[src/design/bwip_pkg.sv]
`default_nettype none
package bwip_pkg;
	localparam int PRICE_W = 44;
	localparam int QTY_W   = 32;
	localparam int TGT_W   = 20;
	localparam int TOT_W   = 64;
	localparam int LVL_W   = 2;
	localparam logic [LVL_W-1:0] LVL_MAX = 2'd3;
	localparam logic [PRICE_W-1:0] PRICE_SAT = {PRICE_W{1'b1}};

	// one finished update handed from front to back
	typedef struct packed {
		logic [63:0]      ts;
		logic [63:0]      sq;
		logic             bv;
		logic [TOT_W-1:0] btot;
		logic [LVL_W-1:0] blv;
		logic             av;
		logic [TOT_W-1:0] atot;
		logic [LVL_W-1:0] alv;
		logic [TGT_W-1:0] tgt;
	} upd_t;

	typedef struct packed {
		logic [63:0]        ts;
		logic [63:0]        sq;
		logic               bv;
		logic [PRICE_W-1:0] bp;
		logic [LVL_W-1:0]   blv;
		logic               av;
		logic [PRICE_W-1:0] ap;
		logic [LVL_W-1:0]   alv;
	} res_t;
endpackage
`default_nettype wire

[src/design/bwip_back.sv]
`default_nettype none
// change filter and restoring divider, one quotient bit per side per cycle
module bwip_back (
	input  wire logic           clk,
	input  wire logic           arst_n,
	input  wire logic           q_empty,
	output logic                q_pop,
	input  wire bwip_pkg::upd_t q_data,
	output logic                empty,
	input  wire logic           pop,
	output bwip_pkg::res_t      res
);
	localparam int TW = bwip_pkg::TOT_W;
	localparam int CW = $clog2(TW);
	typedef enum logic [2:0] {S_IDLE = 3'b001, S_DIV = 3'b010, S_OUT = 3'b100} st_t;
	st_t st_q;
	bwip_pkg::upd_t u_q;
	logic [TW-1:0] bn_q, an_q;
	logic [bwip_pkg::TGT_W:0] br_q, ar_q;
	logic [CW-1:0] cnt_q;
	logic wr_q, pbv_q, pav_q;
	logic [TW-1:0] pbt_q, pat_q;
	logic [bwip_pkg::LVL_W-1:0] pbl_q, pal_q;
	logic chg;
	logic [bwip_pkg::TGT_W+1:0] bt, at;

	assign chg = !wr_q || q_data.bv != pbv_q || (q_data.bv && q_data.btot != pbt_q)
		|| q_data.blv != pbl_q || q_data.av != pav_q || (q_data.av && q_data.atot != pat_q)
		|| q_data.alv != pal_q;
	assign q_pop = st_q == S_IDLE && !q_empty;
	assign empty = st_q != S_OUT;
	assign bt = {br_q, bn_q[TW-1]} - {2'b0, u_q.tgt};
	assign at = {ar_q, an_q[TW-1]} - {2'b0, u_q.tgt};

	always_comb begin
		res.ts = u_q.ts; res.sq = u_q.sq; res.blv = u_q.blv; res.alv = u_q.alv;
		res.bv = u_q.bv; res.av = u_q.av;
		res.bp = !u_q.bv ? '0 : (bn_q[TW-1:bwip_pkg::PRICE_W] != '0) ? bwip_pkg::PRICE_SAT
			: bn_q[bwip_pkg::PRICE_W-1:0];
		res.ap = !u_q.av ? '0 : (an_q[TW-1:bwip_pkg::PRICE_W] != '0) ? bwip_pkg::PRICE_SAT
			: an_q[bwip_pkg::PRICE_W-1:0];
	end

	always_ff @(posedge clk or negedge arst_n) begin
		if (!arst_n) begin
			st_q <= S_IDLE; wr_q <= 1'b0; pbv_q <= 1'b0; pav_q <= 1'b0;
			pbt_q <= '0; pat_q <= '0; pbl_q <= '0; pal_q <= '0; cnt_q <= '0;
		end else begin
			unique case (st_q)
				S_IDLE: if (!q_empty && chg) begin
					wr_q <= 1'b1; pbv_q <= q_data.bv; pav_q <= q_data.av;
					pbt_q <= q_data.btot; pat_q <= q_data.atot;
					pbl_q <= q_data.blv; pal_q <= q_data.alv;
					cnt_q <= '0;
					st_q <= S_DIV;
				end
				S_DIV: begin
					cnt_q <= cnt_q + 1'b1;
					if (cnt_q == CW'(TW - 1)) st_q <= S_OUT;
				end
				S_OUT: if (pop) st_q <= S_IDLE;
				default: st_q <= S_IDLE;
			endcase
		end
	end

	always_ff @(posedge clk) begin
		if (st_q == S_IDLE) begin
			u_q <= q_data; bn_q <= q_data.btot; an_q <= q_data.atot;
			br_q <= '0; ar_q <= '0;
		end else if (st_q == S_DIV) begin
			if (!bt[bwip_pkg::TGT_W+1]) begin
				br_q <= bt[bwip_pkg::TGT_W:0]; bn_q <= {bn_q[TW-2:0], 1'b1};
			end else begin
				br_q <= {br_q[bwip_pkg::TGT_W-1:0], bn_q[TW-1]}; bn_q <= {bn_q[TW-2:0], 1'b0};
			end
			if (!at[bwip_pkg::TGT_W+1]) begin
				ar_q <= at[bwip_pkg::TGT_W:0]; an_q <= {an_q[TW-2:0], 1'b1};
			end else begin
				ar_q <= {ar_q[bwip_pkg::TGT_W-1:0], an_q[TW-1]}; an_q <= {an_q[TW-2:0], 1'b0};
			end
		end
	end
endmodule
`default_nettype wire

[config.mk]
export PLATFORM = sky130hd
export DESIGN_NAME = bwip_back
export DESIGN_NICKNAME = d
export VERILOG_FILES = /design/src/design/bwip_pkg.sv /design/src/design/bwip_back.sv
export SDC_FILE = /design/constraint.sdc
export NUM_CORES = 1
export LEC_CHECK = 0
export BUFFER_PORTS_ARGS = -buffer_cell sky130_fd_sc_hd__buf_2
export CORE_MARGIN = 3
export CORE_UTILIZATION = 49
export DETAILED_ROUTE_END_ITERATION = 8
export PLACE_DENSITY = 0.82
export SYNTH_ARGS = -nofsm -noshare
export SYNTH_HDL_FRONTEND = slang
export SYNTH_SLANG_ARGS = --single-unit
export TNS_END_PERCENT = 5
[constraint.sdc]
create_clock -name clk -period 5.3 [get_ports clk]
set_clock_uncertainty 0.15 [all_clocks]
set_input_delay 0.795 -clock clk [delete_from_list [all_inputs] [get_ports clk]]
set_output_delay 0.795 -clock clk [all_outputs]
set_load 0.1 [all_outputs]
# --- Yosys cells after proc, flatten, opt, wreduce, memory -nomap -nowiden ---
# Cells that the tools add are included.
word_totals:
  ff_bits: 468
  output_inout_bits: 224
  elab_cells: 73
classes:
  add_sub_neg: 3
  eq_ne: 14
  mux: 18
  reduce_logical: 18
op_table:
  columns: ["cell", "n"]
  rows:
  - ["two-way mux 64 bit", 4]
  - ["two-way mux 44 bit", 4]
  - ["inequality test 64 bit", 2]
  - ["subtractor 22 x 20 -> 22 bit", 2]
  - ["two-way mux 21 bit", 2]
  - ["nonzero test 20 bit", 2]
  - ["case mux 6 bit (2 select lines)", 1]
  - ["two-way mux 3 bit", 3]
  - ["case mux 3 bit (3 select lines)", 1]
  - ["adder 6 x 1 -> 6 bit (second input constant)", 1]
  - ["== test 6 bit (second input constant)", 1]
  - ["logical OR 1 bit", 6]
  - ["two-way mux 6 bit", 1]
  - ["logical AND 1 bit", 4]
  - ["inequality test 2 bit", 2]
  - ["inequality test 2 bit (second input constant)", 2]
  - ["AND reduction 2 bit", 2]
  - ["== test 3 x 1 -> 1 bit (second input constant)", 1]
  - ["== test 3 x 2 -> 1 bit (second input constant)", 1]
  - ["== test 3 bit (second input constant)", 1]
  - ["inequality test 3 bit (second input constant)", 1]
  - ["AND reduction 3 bit", 1]
  - ["logical NOT 1 bit", 2]
  - ["two-way mux 1 bit", 2]
  - ["3 further kinds", 4]

# --- Logic depth before layout (Yosys ltp) ---
depth:
  ltp_word: 10
  ltp_mapped: 12

# --- Worst setup path after synthesis ---
# OpenSTA, ideal clock, no wires.
synth_timing:
  path_kind: "register to register"
  start: "register st_q[0]"
  end: "register u_q (netlist bit res[0]) (enable)"
  arrival_time_ns: 5.139
  t_required_ns: 4.571
  setup_slack_ns: -0.569
  path_stages_with_launch: 4
  period_less_slack_ns: 5.869
  path_cell_list: "dfstp_2 > nand2_1 > clkinv_1 > clkbuf_1"
synth_between:
  elab_chain_cells: 1
synth_rtl:
  columns: ["item", "line_no", "text"]
  rows:
  - ["start: declaration", "bwip_back.sv:16", "st_t st_q;"]
  - ["start signal: assignment", "bwip_back.sv:46", "st_q <= S_IDLE; wr_q <= 1'b0; pbv_q <= 1'b0; pav_q <= 1'b0;"]
  - ["start signal: assignment", "bwip_back.sv:55", "st_q <= S_DIV;"]
  - ["start signal: assignment", "bwip_back.sv:59", "if (cnt_q == CW'(TW - 1)) st_q <= S_OUT;"]
  - ["== test 3 x 1 -> 1 bit", "bwip_back.sv:68", "if (st_q == S_IDLE) begin"]
  - ["end signal: assignment", "bwip_back.sv:69", "u_q <= q_data; bn_q <= q_data.btot; an_q <= q_data.atot;"]
  - ["end: declaration", "bwip_back.sv:17", "bwip_pkg::upd_t u_q;"]
# Every way passes these cells.
# A chain may end at the register's enable or synchronous reset.

# --- Final worst setup path ---
layout_timing:
  start: "register st_q[1]"
  end: "output port q_pop"
layout_between:
  elab_chain_cells: 2
layout_rtl:
  columns: ["item", "line_no", "text"]
  rows:
  - ["== test 3 x 1 -> 1 bit", "bwip_back.sv:30", "assign q_pop = st_q == S_IDLE && !q_empty;"]
  - ["logical AND 1 bit", "bwip_back.sv:30", null]
  - ["end: declaration", "bwip_back.sv:7", "output logic q_pop,"]
# Every way passes these cells.

==> flow_summary.ini <==
[clocking]
clock-sinks = 468
clk_pin_slew_worst_paths_ns = 0.06
clk_path_buf_depth = 3
cts_resized = 0
htree_levels = 2
cts_buffers = 50
hold_buffers = 0
root_buffer = clkbuf_16
cts_setup_buffers = 0
clk_latency_ns = 0.59
cts_tree = built

[synth]
synthCells = 1953
ys_ff_latch = 468
synth_area_leaders = edfxtp_1 (38%), dfrtp_1 (16%), nand2_1 (7.2%)
yosysTopAreaCell = edfxtp_1
synth_area_sq_mm = 0.0226
synth_area_per_cell_sq_um = 11.6
seq_area_frac_synth_pct = 57.2
synth_top_area_share_pct = 37.5
synth_edf_count = 282
ys_types = 71
synth_nets = 2282
yosys_warnings = 0
yosys_most_used_dff = edfxtp_1
async_flop_share_pct = 30.8

[setup_path]
critPathBufInv = 2
crit_type = flop to output pin
crit_slowest_cell = buf_4
required_ns = 4.36
rr_endpoint = br_q[4]$_SDFFE_PP0P_
max_stage_delay_ns = 0.55
crit_chain = nor2_1 > nand2_4 > buf_4 > nor2_1 > buf_2
reg2regPathDepth = 11
arrival_ns = 2.95
path_delay_family = buffers and inverters
rrSetupSlack_ns = 1.46
cp-start-kind = flop
worst-path-max-fanout = 74
cpMostUsedCell = nor2_1
reg2reg_from = u_q[1]$_DFFE_PP_
cp-end-kind = output pin

[global_route]
grt_pass1_vias = 15746
grt_max_degree = 92
grt_overflow_total = 0
track_usage_pct = 23.1
grt_pass1_wl_mm = 87.0
grt_antenna_before_repair = 17

[place]
dp_hpwl_mm = 41.9
numPortBuffers = 509
place_congestion = 0.841

[timing]
drv_slew = 0
worst_slew_pin_slew_ns = 1.09
period_share_pct = 73.4
rsz0062_at_grt = no
max_slew_margin_pct = 27.6
finalHoldViolCount = 0
finalSetupTns_ns = 0
layout_min_cycle_time_ns = 3.89
setup_viol = 0
fmax_ghz = 0.257

[layout]
fillers = 3663
drive_above_1_share_pct = 27.4
num-nets-final = 2649
syn2layout_area_growth_pct = 17.1

[floorplanning]
dieArea_sq_mm = 0.0487
initial_core_util_pct = 49.6
die_height_um = 221
fp.dieW_um = 221
io_pins = 510
coreArea_sq_mm = 0.0455
row_count = 78

[route]
wirelength_mm = 58.2
routed-via-count = 16018
dr.pass1.iters = 5
viasPerCell = 5.38
drc = 0
drtAntennaViolNets = 0
detail_route.wl_per_cell_um = 19.6
drtIter0Drc = 1072

[hold_path]
hp-class = input port to async pin

[job]
maxCapViolations = 0

[status]
status = finished clean
-- area by class of cell --
class	instances	area [sq um]	share of cell area (%)
antenna	14	35.0	0.133
clock buffer	68	1450	5.49
clock inverter	25	308	1.16
inverter	51	201	0.762
multi-input combinational	1223	8080	30.6
sequential	468	12900	48.8
tap	600	751	2.84
timing repair buffer	526	2690	10.2
-- how the worst max path moves through the flow --
stage / from / end / cells past startpoint
after floorplan: st_q[2]$_DFFE_PN0P_ / an_q[0]$_DFFE_PN_ / 5
after global placement: q_data[31] / pbt_q[16]$_DFFE_PN0P_ / 9
after detailed placement: q_data[31] / pat_q[23]$_DFFE_PN0P_ / 9
after CTS: st_q[1]$_DFFE_PN0P_ / q_pop / 5
after global routing: u_q[1]$_DFFE_PP_ / br_q[4]$_SDFFE_PP0P_ / 11
final: st_q[1]$_DFFE_PN0P_ / q_pop / 5
-- worst reg2reg max path, cell delays in order, from the launching register on --
cell and delay [ns]:
edfxtp_1 0.43, inv_1 0.09, ha_1 0.30, nor2b_4 0.13, o31a_1 0.29, o41ai_2 0.31, a21oi_1 0.14, a311oi_2 0.37
a31oi_4 0.18, xnor2_4 0.79, o311ai_0 0.38, o311ai_1 0.18
-- cell families after synthesis --
group | share of synthesized area [%]
xor+xnor | 5.86
buf+inv | 7.08
compound gates | 8.48
mux | 7.83
flops | 57.2
simple gates | 11.1
fa+ha+maj | 2.45
-- per-layer routing --
metal  global-route usage, %  routed length [um]
met5                       0                  43
met3                    5.03                4420
met1                    29.0               23300
met2                    39.5               28700
met4                    8.32                1760
-- sequential cells by signal (all words and copies together) (netlist names) --
register	count
pav_q	1
pbl_q	2
wr_q	1
an_q	64
pat_q	64
res	134
ar_q	21
pbv_q	1
bn_q	64
br_q	21
u_q	20
pal_q	2
st_q	3
pbt_q	64
cnt_q	6
-- synth_stat cells, drive strengths merged, types with 3 or more instances --
cell and count:
a21o 13, o221ai 3, ha 41, dfrtp 143, o21ai 81, xnor2 135
clkbuf 55, a21oi 34, mux2 125, a22o 7, nor2 36, nand2b 4
nand4 32, nand3 14, and3 10, dfxtp 42, buf 156, nand2 431
xor2 14, o41ai 3, nor3 6, a21boi 5, a211oi 3, or2 3
nor4 19, o311ai 3, inv 50, mux2i 36, edfxtp 282, o21a 95
o31a 4, o22ai 7, nor2b 17, a31oi 8
-- placed cells by master, fill, tap and decap left out, types with 19 or more instances in the layout --
cell and n:
mux2i_1 36, dfxtp_1 42, ha_1 41, nand4_1 32, mux2_1 108, nand2_1 430
inv_1 49, o21ai_0 69, a21oi_1 34, clkbuf_16 53, dfrtp_1 143, nor2_1 34
o21a_1 95, nor4_1 19, xnor2_1 134, buf_2 508, edfxtp_1 282
-- per-stage QoR --
stage | utilization (%) | cell area, sq um | instances | setup WS, ns | hold WS, ns
finish | 58.1 | 26400 | 2975 | 1.41 | 0.0932
global route | 58.1 | 26400 | 2970 | 1.22 | 0.136
CTS | 58.1 | 26400 | 2961 | 1.41 | 0.109
detailed placement | 54.2 | 24600 | 2868 | 1.42 | 0.303
global placement | 54.2 | 24600 | 2868 | 1.52 | 0.297
floorplan | - | 22600 | 1953 | 1.04 | 0.280
Power is left out: the tool's default activity adds up to more than one toggle a clock period on the data nets, which glitch-free logic cannot reach.
