### src/design/bwip_pkg.sv
`default_nettype none
package bwip_pkg;
	localparam int PRICE_W = 44;
	localparam int QTY_W   = 32;
	localparam int TGT_W   = 20;
	localparam int TOT_W   = 64;
	localparam int LVL_W   = 2;
	localparam logic [LVL_W-1:0] LVL_MAX = 2'd3;
	localparam logic [PRICE_W-1:0] PRICE_SAT = {PRICE_W{1'b1}};

	// one finished update handed from front to back
	typedef struct packed {
		logic [63:0]      ts;
		logic [63:0]      sq;
		logic             bv;
		logic [TOT_W-1:0] btot;
		logic [LVL_W-1:0] blv;
		logic             av;
		logic [TOT_W-1:0] atot;
		logic [LVL_W-1:0] alv;
		logic [TGT_W-1:0] tgt;
	} upd_t;

	typedef struct packed {
		logic [63:0]        ts;
		logic [63:0]        sq;
		logic               bv;
		logic [PRICE_W-1:0] bp;
		logic [LVL_W-1:0]   blv;
		logic               av;
		logic [PRICE_W-1:0] ap;
		logic [LVL_W-1:0]   alv;
	} res_t;
endpackage
`default_nettype wire

### src/design/bwip_queue.sv
`default_nettype none
// two-entry queue between front and back
module bwip_queue (
	input  wire logic           clk,
	input  wire logic           arst_n,
	input  wire logic           push,
	input  wire bwip_pkg::upd_t wdata,
	output logic                full,
	input  wire logic           pop,
	output logic                empty,
	output bwip_pkg::upd_t      rdata
);
	bwip_pkg::upd_t mem_q [2];
	logic wp_q, rp_q;
	logic [1:0] cnt_q;
	assign full = cnt_q == 2'd2;
	assign empty = cnt_q == 2'd0;
	assign rdata = mem_q[rp_q];
	always_ff @(posedge clk) if (push && !full) mem_q[wp_q] <= wdata;
	always_ff @(posedge clk or negedge arst_n) begin
		if (!arst_n) begin
			wp_q <= 1'b0; rp_q <= 1'b0; cnt_q <= '0;
		end else begin
			if (push && !full) wp_q <= !wp_q;
			if (pop && !empty) rp_q <= !rp_q;
			cnt_q <= cnt_q + {1'b0, push && !full} - {1'b0, pop && !empty};
		end
	end
endmodule
`default_nettype wire

### config.mk
export PLATFORM = sky130hd
export DESIGN_NAME = bwip_queue
export DESIGN_NICKNAME = d
export VERILOG_FILES = /design/src/design/bwip_pkg.sv /design/src/design/bwip_queue.sv
export SDC_FILE = /design/constraint.sdc
export NUM_CORES = 1
export LEC_CHECK = 0
export ABC_AREA = 1
export BUFFER_PORTS_ARGS = -buffer_cell sky130_fd_sc_hd__clkbuf_2
export CAP_MARGIN = 20
export CORE_ASPECT_RATIO = 1.5
export CORE_MARGIN = 2
export CORE_UTILIZATION = 35
export DETAILED_ROUTE_END_ITERATION = 8
export PLACE_DENSITY = 0.64
export SKIP_CTS_REPAIR_TIMING = 1
export SYNTH_ARGS = -nofsm -noshare
export SYNTH_HDL_FRONTEND = slang
export SYNTH_SLANG_ARGS = --single-unit
### constraint.sdc
create_clock -name clk -period 15.1 [get_ports clk]
set_clock_uncertainty 0.2 [all_clocks]
set_input_delay 3.02 -clock clk [delete_from_list [all_inputs] [get_ports clk]]
set_output_delay 3.02 -clock clk [all_outputs]
set_load 0.005 [all_outputs]
### Word-level counts from Yosys, hierarchy flattened

Memories as Yosys holds them, arrays and structs flattened.
Index checks and enable logic that the tools add are counted.

| storage, ports and cells | value |
|---|---|
| memory bits (writable) | 564 |
| register bits after elaboration | 4 |
| memories | 1 |
| word-level logic and storage cells | 16 |

Memories:

| name | words | bits a word | read ports | clocked after memory_dff | wr ports | RTL line | source |
|---|---|---|---|---|---|---|---|
| mem_q | 2 | 282 | 1 | 0 | 1 | bwip_queue.sv:13 | `bwip_pkg::upd_t mem_q [2];` |

| operators by class | value |
|---|---|
| mux-type cells | 2 |
| reductions and logical operators | 7 |
| eq/ne operators | 1 |
| $add $sub $neg | 2 |

Operator list:

| operator | count |
|---|---|
| $logic_not A1 Y1 | 4 |
| $add A2 B1 Y2 | 1 |
| $eq A2 B2 Y1 const B | 1 |
| $logic_and A1 B1 Y1 | 2 |
| $logic_not A2 Y1 | 1 |
| $mux W1 | 2 |
| $sub A2 B1 Y2 | 1 |

### Longest topological paths before layout

Gate-level depths: netlist of run 1.

| logic depth | value |
|---|---|
| depth after elaboration | 5 |
| depth in mapped cells | 10 |

### Least setup slack after synthesis of run 1

OpenSTA, ideal clock, no wires.

| timing | value |
|---|---|
| kind | in2reg |
| start | in push |
| end | mem mem_q[1][0] (netlist name) (enable) |
| path slack | -0.811 ns |
| data required time | 13.970 ns |
| path buffers | 0 |
| stages on the path | 2 |
| data arrival time | 14.781 ns |
| setup time | 0.930 ns |
| cell sequence | nand2_1 nor2_1 |

| on the way | value |
|---|---|
| cells in the longest elaborated chain, start to end | 3 |

RTL lines:

| item | RTL line | source |
|---|---|---|
| start: declaration | bwip_queue.sv:6 | `input wire logic push,` |
| $logic_and A1 B1 Y1 | bwip_queue.sv:19 | `always_ff @(posedge clk) if (push && !full) mem_q[wp_q] <= wdata;` |
| $mux W1 | bwip_queue.sv:19 |  |
| $mux W1 (not written as such) | bwip_queue.sv:19 |  |
| end: declaration | bwip_queue.sv:13 |  |

No other way between the ends.

==> results.sh, run 1 <==
export IMPL_place_detailed_instances=2799
export IMPL_synth_lib_cells_used_distinct=11
export IMPL_detail_route_drc_violations=0
export IMPL_fp_dieH_um=303
export IMPL_final_max_slew_viol_count=0
export IMPL_total_leakage_power_uw=0.0112
export IMPL_place_worst_setup_slack_ns=8.97
export IMPL_final_setup_worst_slack_ns=8.58
export IMPL_rows=109
export IMPL_clkLatencyLatePin_ns=0.58
export IMPL_post_layout_instance_area_um2=26000
export IMPL_synthesis_instances=1507
export IMPL_tns_ns=0
export IMPL_drt_iter0_drc=762
export IMPL_period_share=0.432
export IMPL_run_status="complete, no violations"
export IMPL_number_of_global_route_vias_before_repair=13075
export IMPL_tritoncts="built"
export IMPL_dpl_instance_area_um2=24300
export IMPL_synthToLayoutAreaGrowth_pct=24.4
export IMPL_drt_wirelength_per_cell_um=17.4
export IMPL_overflow_after_grt=0
export IMPL_drive_above_1_share=0.308
export IMPL_setup_worst_path_start_class="flip-flop"
export IMPL_share_of_synthesized_area_occupied_by_flip_flops_and_latches=0.815
export IMPL_drt_total_wl_mm=50.7
export IMPL_floorplan_io_pins=570
export IMPL_nNetsFinal=2366
export IMPL_starting_density_of_the_core=0.354
export IMPL_placer_congestion_estimate=0.839
export IMPL_place_detailed_hpwl_mm=34.3
export IMPL_clock_tree_buf_depth=3
export IMPL_syn_num_nets=1795
export IMPL_placeableCoreArea_um2=59100
export IMPL_final_hold_worst_slack_ns=0.277
export IMPL_mostFrequentLayoutCells="sky130_fd_sc_hd__nand2_1 (859), sky130_fd_sc_hd__clkbuf_2 (569), sky130_fd_sc_hd__edfxtp_1 (564)"
export IMPL_timing_max_slew_rel_slack=0.265
export IMPL_rsz0062_at_grt="false"
export IMPL_synth_cell_area_um2=20900
export IMPL_final_cells=2908
export IMPL_worstPathCellList="buf_4, buf_4, nand2_1, nand2_1, clkbuf_2"
export IMPL_total_via_count_in_the_routed_design=13031
export IMPL_finalCriticalPeriod_ns=6.52
export IMPL_worstPathArrival_ns=3.30
export IMPL_crit_path_max_incr_delay_ns=0.82
export IMPL_route_detailed_vias_per_inst=4.48
export IMPL_critical_path_max_fanout=77
export IMPL_setup_viol_count_final=0
export IMPL_holdCritPathClass="flip-flop to flip-flop"
export IMPL_place_port_buffers=569
export IMPL_grt_max_degree=155
export IMPL_antenna_left=0
export IMPL_cp_required_ns=11.88
export IMPL_syn_avg_cell_area_um2=13.9
export IMPL_tritoncts_num_buffers=53
export IMPL_cts_root_buffer_type="sky130_fd_sc_hd__clkbuf_16"
export IMPL_die_area_um2=61700
export IMPL_clock_sinks=568
export IMPL_critical_path_class="flip-flop to output port"
export IMPL_power_per_cell_area_nw_per_um2=192
export IMPL_drtPass1Iterations=5
export IMPL_cp_end_kind="output port"
export IMPL_die_width_um=204
export IMPL_count_of_max_cap_constraint_violations=0
export IMPL_worst_slew_pin_transition_ns=1.10
export IMPL_grt_antenna_before_repair=13
export IMPL_final_hold_violation_count=0
export IMPL_synth_ff_latch_count=568
export IMPL_clk_pin_slew_ns=0.06
export IMPL_groute_usage_overall=0.158
export IMPL_grt_first_pass_wirelength_mm=74.3
export IMPL_final_common_cell="sky130_fd_sc_hd__nand2_1"
export IMPL_max_vdd_ir_drop_mv=0.154
export IMPL_max_fclk_mhz=153
export IMPL_yosysWarnings=0
export IMPL_critical_path_slowest_cell="sky130_fd_sc_hd__dfrtp_4"
export IMPL_ctsHtreeMaxLevel=2
-- cell type report --
cell class / count / area (µm²)
clock buffers: 68 / 1430
repair buffers: 579 / 2970
flip-flops and latches: 568 / 17000
clock inverters: 29 / 249
well taps: 777 / 972
inverters: 11 / 56.3
fillers: 5463 / 33000
diodes: 11 / 27.5
multi-input cells: 865 / 3280
-- critical path, delay by kind of cell, from the launching register on --
kind	cells	cell delay (ns)
AND/OR/NAND/NOR	2	0.23
buffers and inverters	3	1.61
flip-flops	1	0.82
-- state kept, by name, indices dropped and copies added (netlist names) --
| signal | flops |
|---|---|
| cnt_q | 2 |
| wp_q | 1 |
| rp_q | 1 |
| mem_q | 564 |
-- stage by stage --
| step | utilization | total power, µW |
|---|---|---|
| CTS | 0.440 | 5070 |
| finish | 0.441 | 4990 |
| detailed placement | 0.411 | 3770 |
| global placement | 0.411 | 3740 |
| global route | 0.440 | 5290 |
| floorplan | - | 3200 |
-- kinds of logic after synthesis --
family | share of synthesized area
flops | 0.815
buf+inv | 0.0288
simple gates | 0.155
fa+ha+maj | 0.00120
-- cell usage after synthesis --
| master | n | share of area |
|---|---|---|
| sky130_fd_sc_hd__nand2_1 | 859 | 0.15 |
| sky130_fd_sc_hd__inv_4 | 1 | 0.00030 |
| sky130_fd_sc_hd__nand3_1 | 3 | 0.00072 |
| sky130_fd_sc_hd__edfxtp_1 | 564 | 0.81 |
| sky130_fd_sc_hd__inv_1 | 10 | 0.0018 |
| sky130_fd_sc_hd__dfrtp_1 | 4 | 0.0048 |
| sky130_fd_sc_hd__buf_2 | 12 | 0.0029 |
| sky130_fd_sc_hd__buf_4 | 20 | 0.0072 |
| sky130_fd_sc_hd__buf_6 | 31 | 0.017 |
| sky130_fd_sc_hd__ha_1 | 2 | 0.0012 |
| sky130_fd_sc_hd__nor2_1 | 1 | 0.00018 |
-- routing by layer --
metal / routed length [µm] / global-route usage / share of wire / vias up
met5: 51 / 0 / 0.0010 / -
met4: 2140 / 0.0805 / 0.042 / 8
met3: 3840 / 0.0468 / 0.076 / 101
met2: 26400 / 0.274 / 0.52 / 487
met1: 18300 / 0.175 / 0.36 / 6180
li1: - / - / - / 6255
-- where the power goes --
| group | switching, µW | internal (µW) |
|---|---|---|
| Clock | 554 | 734 |
| Combinational | 970 | 481 |
| Sequential | 96.4 | 2150 |
-- worst paths after layout --
path / start / cells after the start / to / slack, ns
worst min-delay path: wp_q / 2 / wp_q / 0.28
worst max-delay path: rp_q / 5 / rdata[188] / 8.58
max in group asynchronous: arst_n / 1 / rp_q / 12.52
worst max register to register: cnt_q[0] / 6 / mem_q[1][80] / 11.62
min in group asynchronous: arst_n / 1 / wp_q / 2.04
worst min register to register: wp_q / 2 / wp_q / 0.28
Power figures use the tool's default switching activity.
==> run 2: changes to the inputs <==
PLACE_DENSITY = 0.66   (was 0.64)
clock period = 5.95 ns   (was 15.1 ns; I/O delays follow)
==> run 2 against run 1 <==
Against the previous run:
- power rose to 2.6 times the previous value
- sequential power increased to 2.5 times the previous value
- critical path depth is the same
- design area grew 0.64%
- final cell count rose by 0.10%
- combinational power increased to 2.5 times the previous value
- largest power group unchanged
- highest routed layer is now met4
==> results.sh, run 2 (synthesized netlist as in run 1, its figures left out) <==
export IMPL_run_status="complete, no violations"
export IMPL_cp_end_kind="output port"
export IMPL_power_internal_uw=8710
export IMPL_place_detailed_instances=2803
export IMPL_pwr_share_seq=0.445
export IMPL_holdCritPathClass="input pin to async pin"
export IMPL_total_via_count_in_the_routed_design=13092
export IMPL_final_common_cell="sky130_fd_sc_hd__nand2_1"
export IMPL_clock_sinks=568
export IMPL_max_fclk_mhz=235
export IMPL_ctsHtreeMaxLevel=2
export IMPL_rows=109
export IMPL_setup_viol_count_final=0
export IMPL_synthToLayoutAreaGrowth_pct=25.2
export IMPL_final_cells=2911
export IMPL_drtPass1Iterations=5
export IMPL_final_max_slew_viol_count=0
export IMPL_route_detailed_vias_per_inst=4.50
export IMPL_max_reg_flops=564
export IMPL_max_vdd_ir_drop_mv=0.348
export IMPL_final_hold_violation_count=0
export IMPL_mostFrequentLayoutCells="sky130_fd_sc_hd__nand2_1 (858), sky130_fd_sc_hd__clkbuf_2 (569), sky130_fd_sc_hd__edfxtp_1 (564)"
export IMPL_total_leakage_power_uw=0.0112
export IMPL_critical_path_class="flip-flop to output port"
export IMPL_setup_worst_path_start_class="flip-flop"
export IMPL_worst_slew_pin_transition_ns=1.24
export IMPL_grt_first_pass_wirelength_mm=73.6
export IMPL_reg_top3="mem_q x564, cnt_q x2"
export IMPL_fillerInstances=5369
export IMPL_tns_ns=0
export IMPL_drt_iter0_drc=780
export IMPL_tritoncts_num_buffers=53
export IMPL_timing_max_slew_rel_slack=0.172
export IMPL_nNetsFinal=2369
export IMPL_floorplan_io_pins=570
export IMPL_fp_dieH_um=303
export IMPL_antenna_left=0
export IMPL_detail_route_drc_violations=0
export IMPL_overflow_after_grt=0
export IMPL_starting_density_of_the_core=0.354
export IMPL_setup_reg_to_reg_worst_slack_ns=3.23
export IMPL_placer_congestion_estimate=0.873
export IMPL_grt_antenna_before_repair=5
export IMPL_power_per_cell_area_nw_per_um2=490
export IMPL_clock_tree_buf_depth=3
export IMPL_die_width_um=204
export IMPL_cts_root_buffer_type="sky130_fd_sc_hd__clkbuf_16"
export IMPL_number_of_global_route_vias_before_repair=13354
export IMPL_finalCriticalPeriod_ns=4.26
export IMPL_comb_power_share=0.287
export IMPL_drt_wirelength_per_cell_um=17.1
export IMPL_rsz0062_at_grt="false"
export IMPL_clk_pin_slew_ns=0.06
export IMPL_period_share=0.716
export IMPL_switchingPower_uw=4120
export IMPL_critical_path_max_fanout=143
export IMPL_swShare=0.321
export IMPL_clock_power_share=0.268
export IMPL_placeableCoreArea_um2=59100
export IMPL_clkLatencyLatePin_ns=0.59
export IMPL_final_setup_worst_slack_ns=1.69
export IMPL_grt_max_degree=164
export IMPL_place_detailed_hpwl_mm=33.6
export IMPL_drt_total_wl_mm=49.9
export IMPL_groute_usage_overall=0.155
export IMPL_r2r_cells=5
export IMPL_die_area_um2=61700
export IMPL_tritoncts="built"
export IMPL_place_port_buffers=569
export IMPL_count_of_max_cap_constraint_violations=0
export IMPL_worstPathArrival_ns=2.87
export IMPL_drive_above_1_share=0.312
export IMPL_place_worst_setup_slack_ns=2.25
export IMPL_cp_required_ns=4.56
export IMPL_top_register="mem_q"
run 2: cell types whose count changed in the layout (fill, tap and decap cells not counted):
cell / delta
sky130_fd_sc_hd__clkbuf_1: -3
sky130_fd_sc_hd__clkinv_2: +2
sky130_fd_sc_hd__clkinvlp_4: +3
sky130_fd_sc_hd__nand2_1: -1
sky130_fd_sc_hd__diode_2: -3
sky130_fd_sc_hd__bufinv_16: +3
sky130_fd_sc_hd__clkinv_4: -2
sky130_fd_sc_hd__buf_12: +4
sky130_fd_sc_hd__nand2_8: +1
sky130_fd_sc_hd__buf_16: -1
sky130_fd_sc_hd__nand3_4: +1
sky130_fd_sc_hd__nand3_1: -1
run 2: area by class of cell:
type,count,area (µm²),area share
flip-flops and latches,568,17000,0.651
inverters,11,52.6,0.00201
repair buffers,582,3020,0.115
multi-input cells,865,3300,0.126
clock buffers,65,1410,0.0540
diodes,8,20.0,0.000765
well taps,777,972,0.0371
clock inverters,35,358,0.0137
run 2: power groups by stage:
stage,Sequential [µW],Clock (µW),Combinational (µW)
after floorplan,5830,0,2180
after global placement,5760,0,3740
after detailed placement,5790,0,3780
after CTS,5710,3530,3800
after global routing,5780,3660,4150
final,5710,3430,3690
run 2: path summary, 6_finish.rpt:
kind	from	endpoint
worst max register to register	cnt_q[0]	mem_q[1][33]
worst min register to register	wp_q	wp_q
max in group asynchronous	arst_n	rp_q
worst max-delay path	rp_q	rdata[102]
min in group clk	wp_q	wp_q
worst min-delay path	arst_n	wp_q
run 2: critical path, stage by stage, from the launching register on:
cell and delay (ns):
sky130_fd_sc_hd__dfrtp_4 0.70, sky130_fd_sc_hd__inv_8 0.67, sky130_fd_sc_hd__buf_4 0.43, sky130_fd_sc_hd__nand2_1 0.08
sky130_fd_sc_hd__nand2_1 0.10, sky130_fd_sc_hd__clkbuf_2 0.13
run 2: per-layer routing:
layer  vias up  part of all wire  GRT usage
met4         0             0.048     0.0848
li1       6245                 -          -
met2       521              0.52      0.277
met3       134             0.066     0.0389
met1      6192              0.36      0.169
met5         -                 0          0
run 2: stage by stage:
step           power [µW]  hold slack [ns]  utilization  area, µm²
4_1_cts             13000            0.147        0.443      26200
2_1_floorplan        8010            0.242            -      20900
5_1_grt             13600            0.163        0.443      26200
3_5_place_dp         9580            0.267        0.413      24400
3_3_place_gp         9500            0.256        0.413      24400
6_report            12800            0.202        0.443      26200
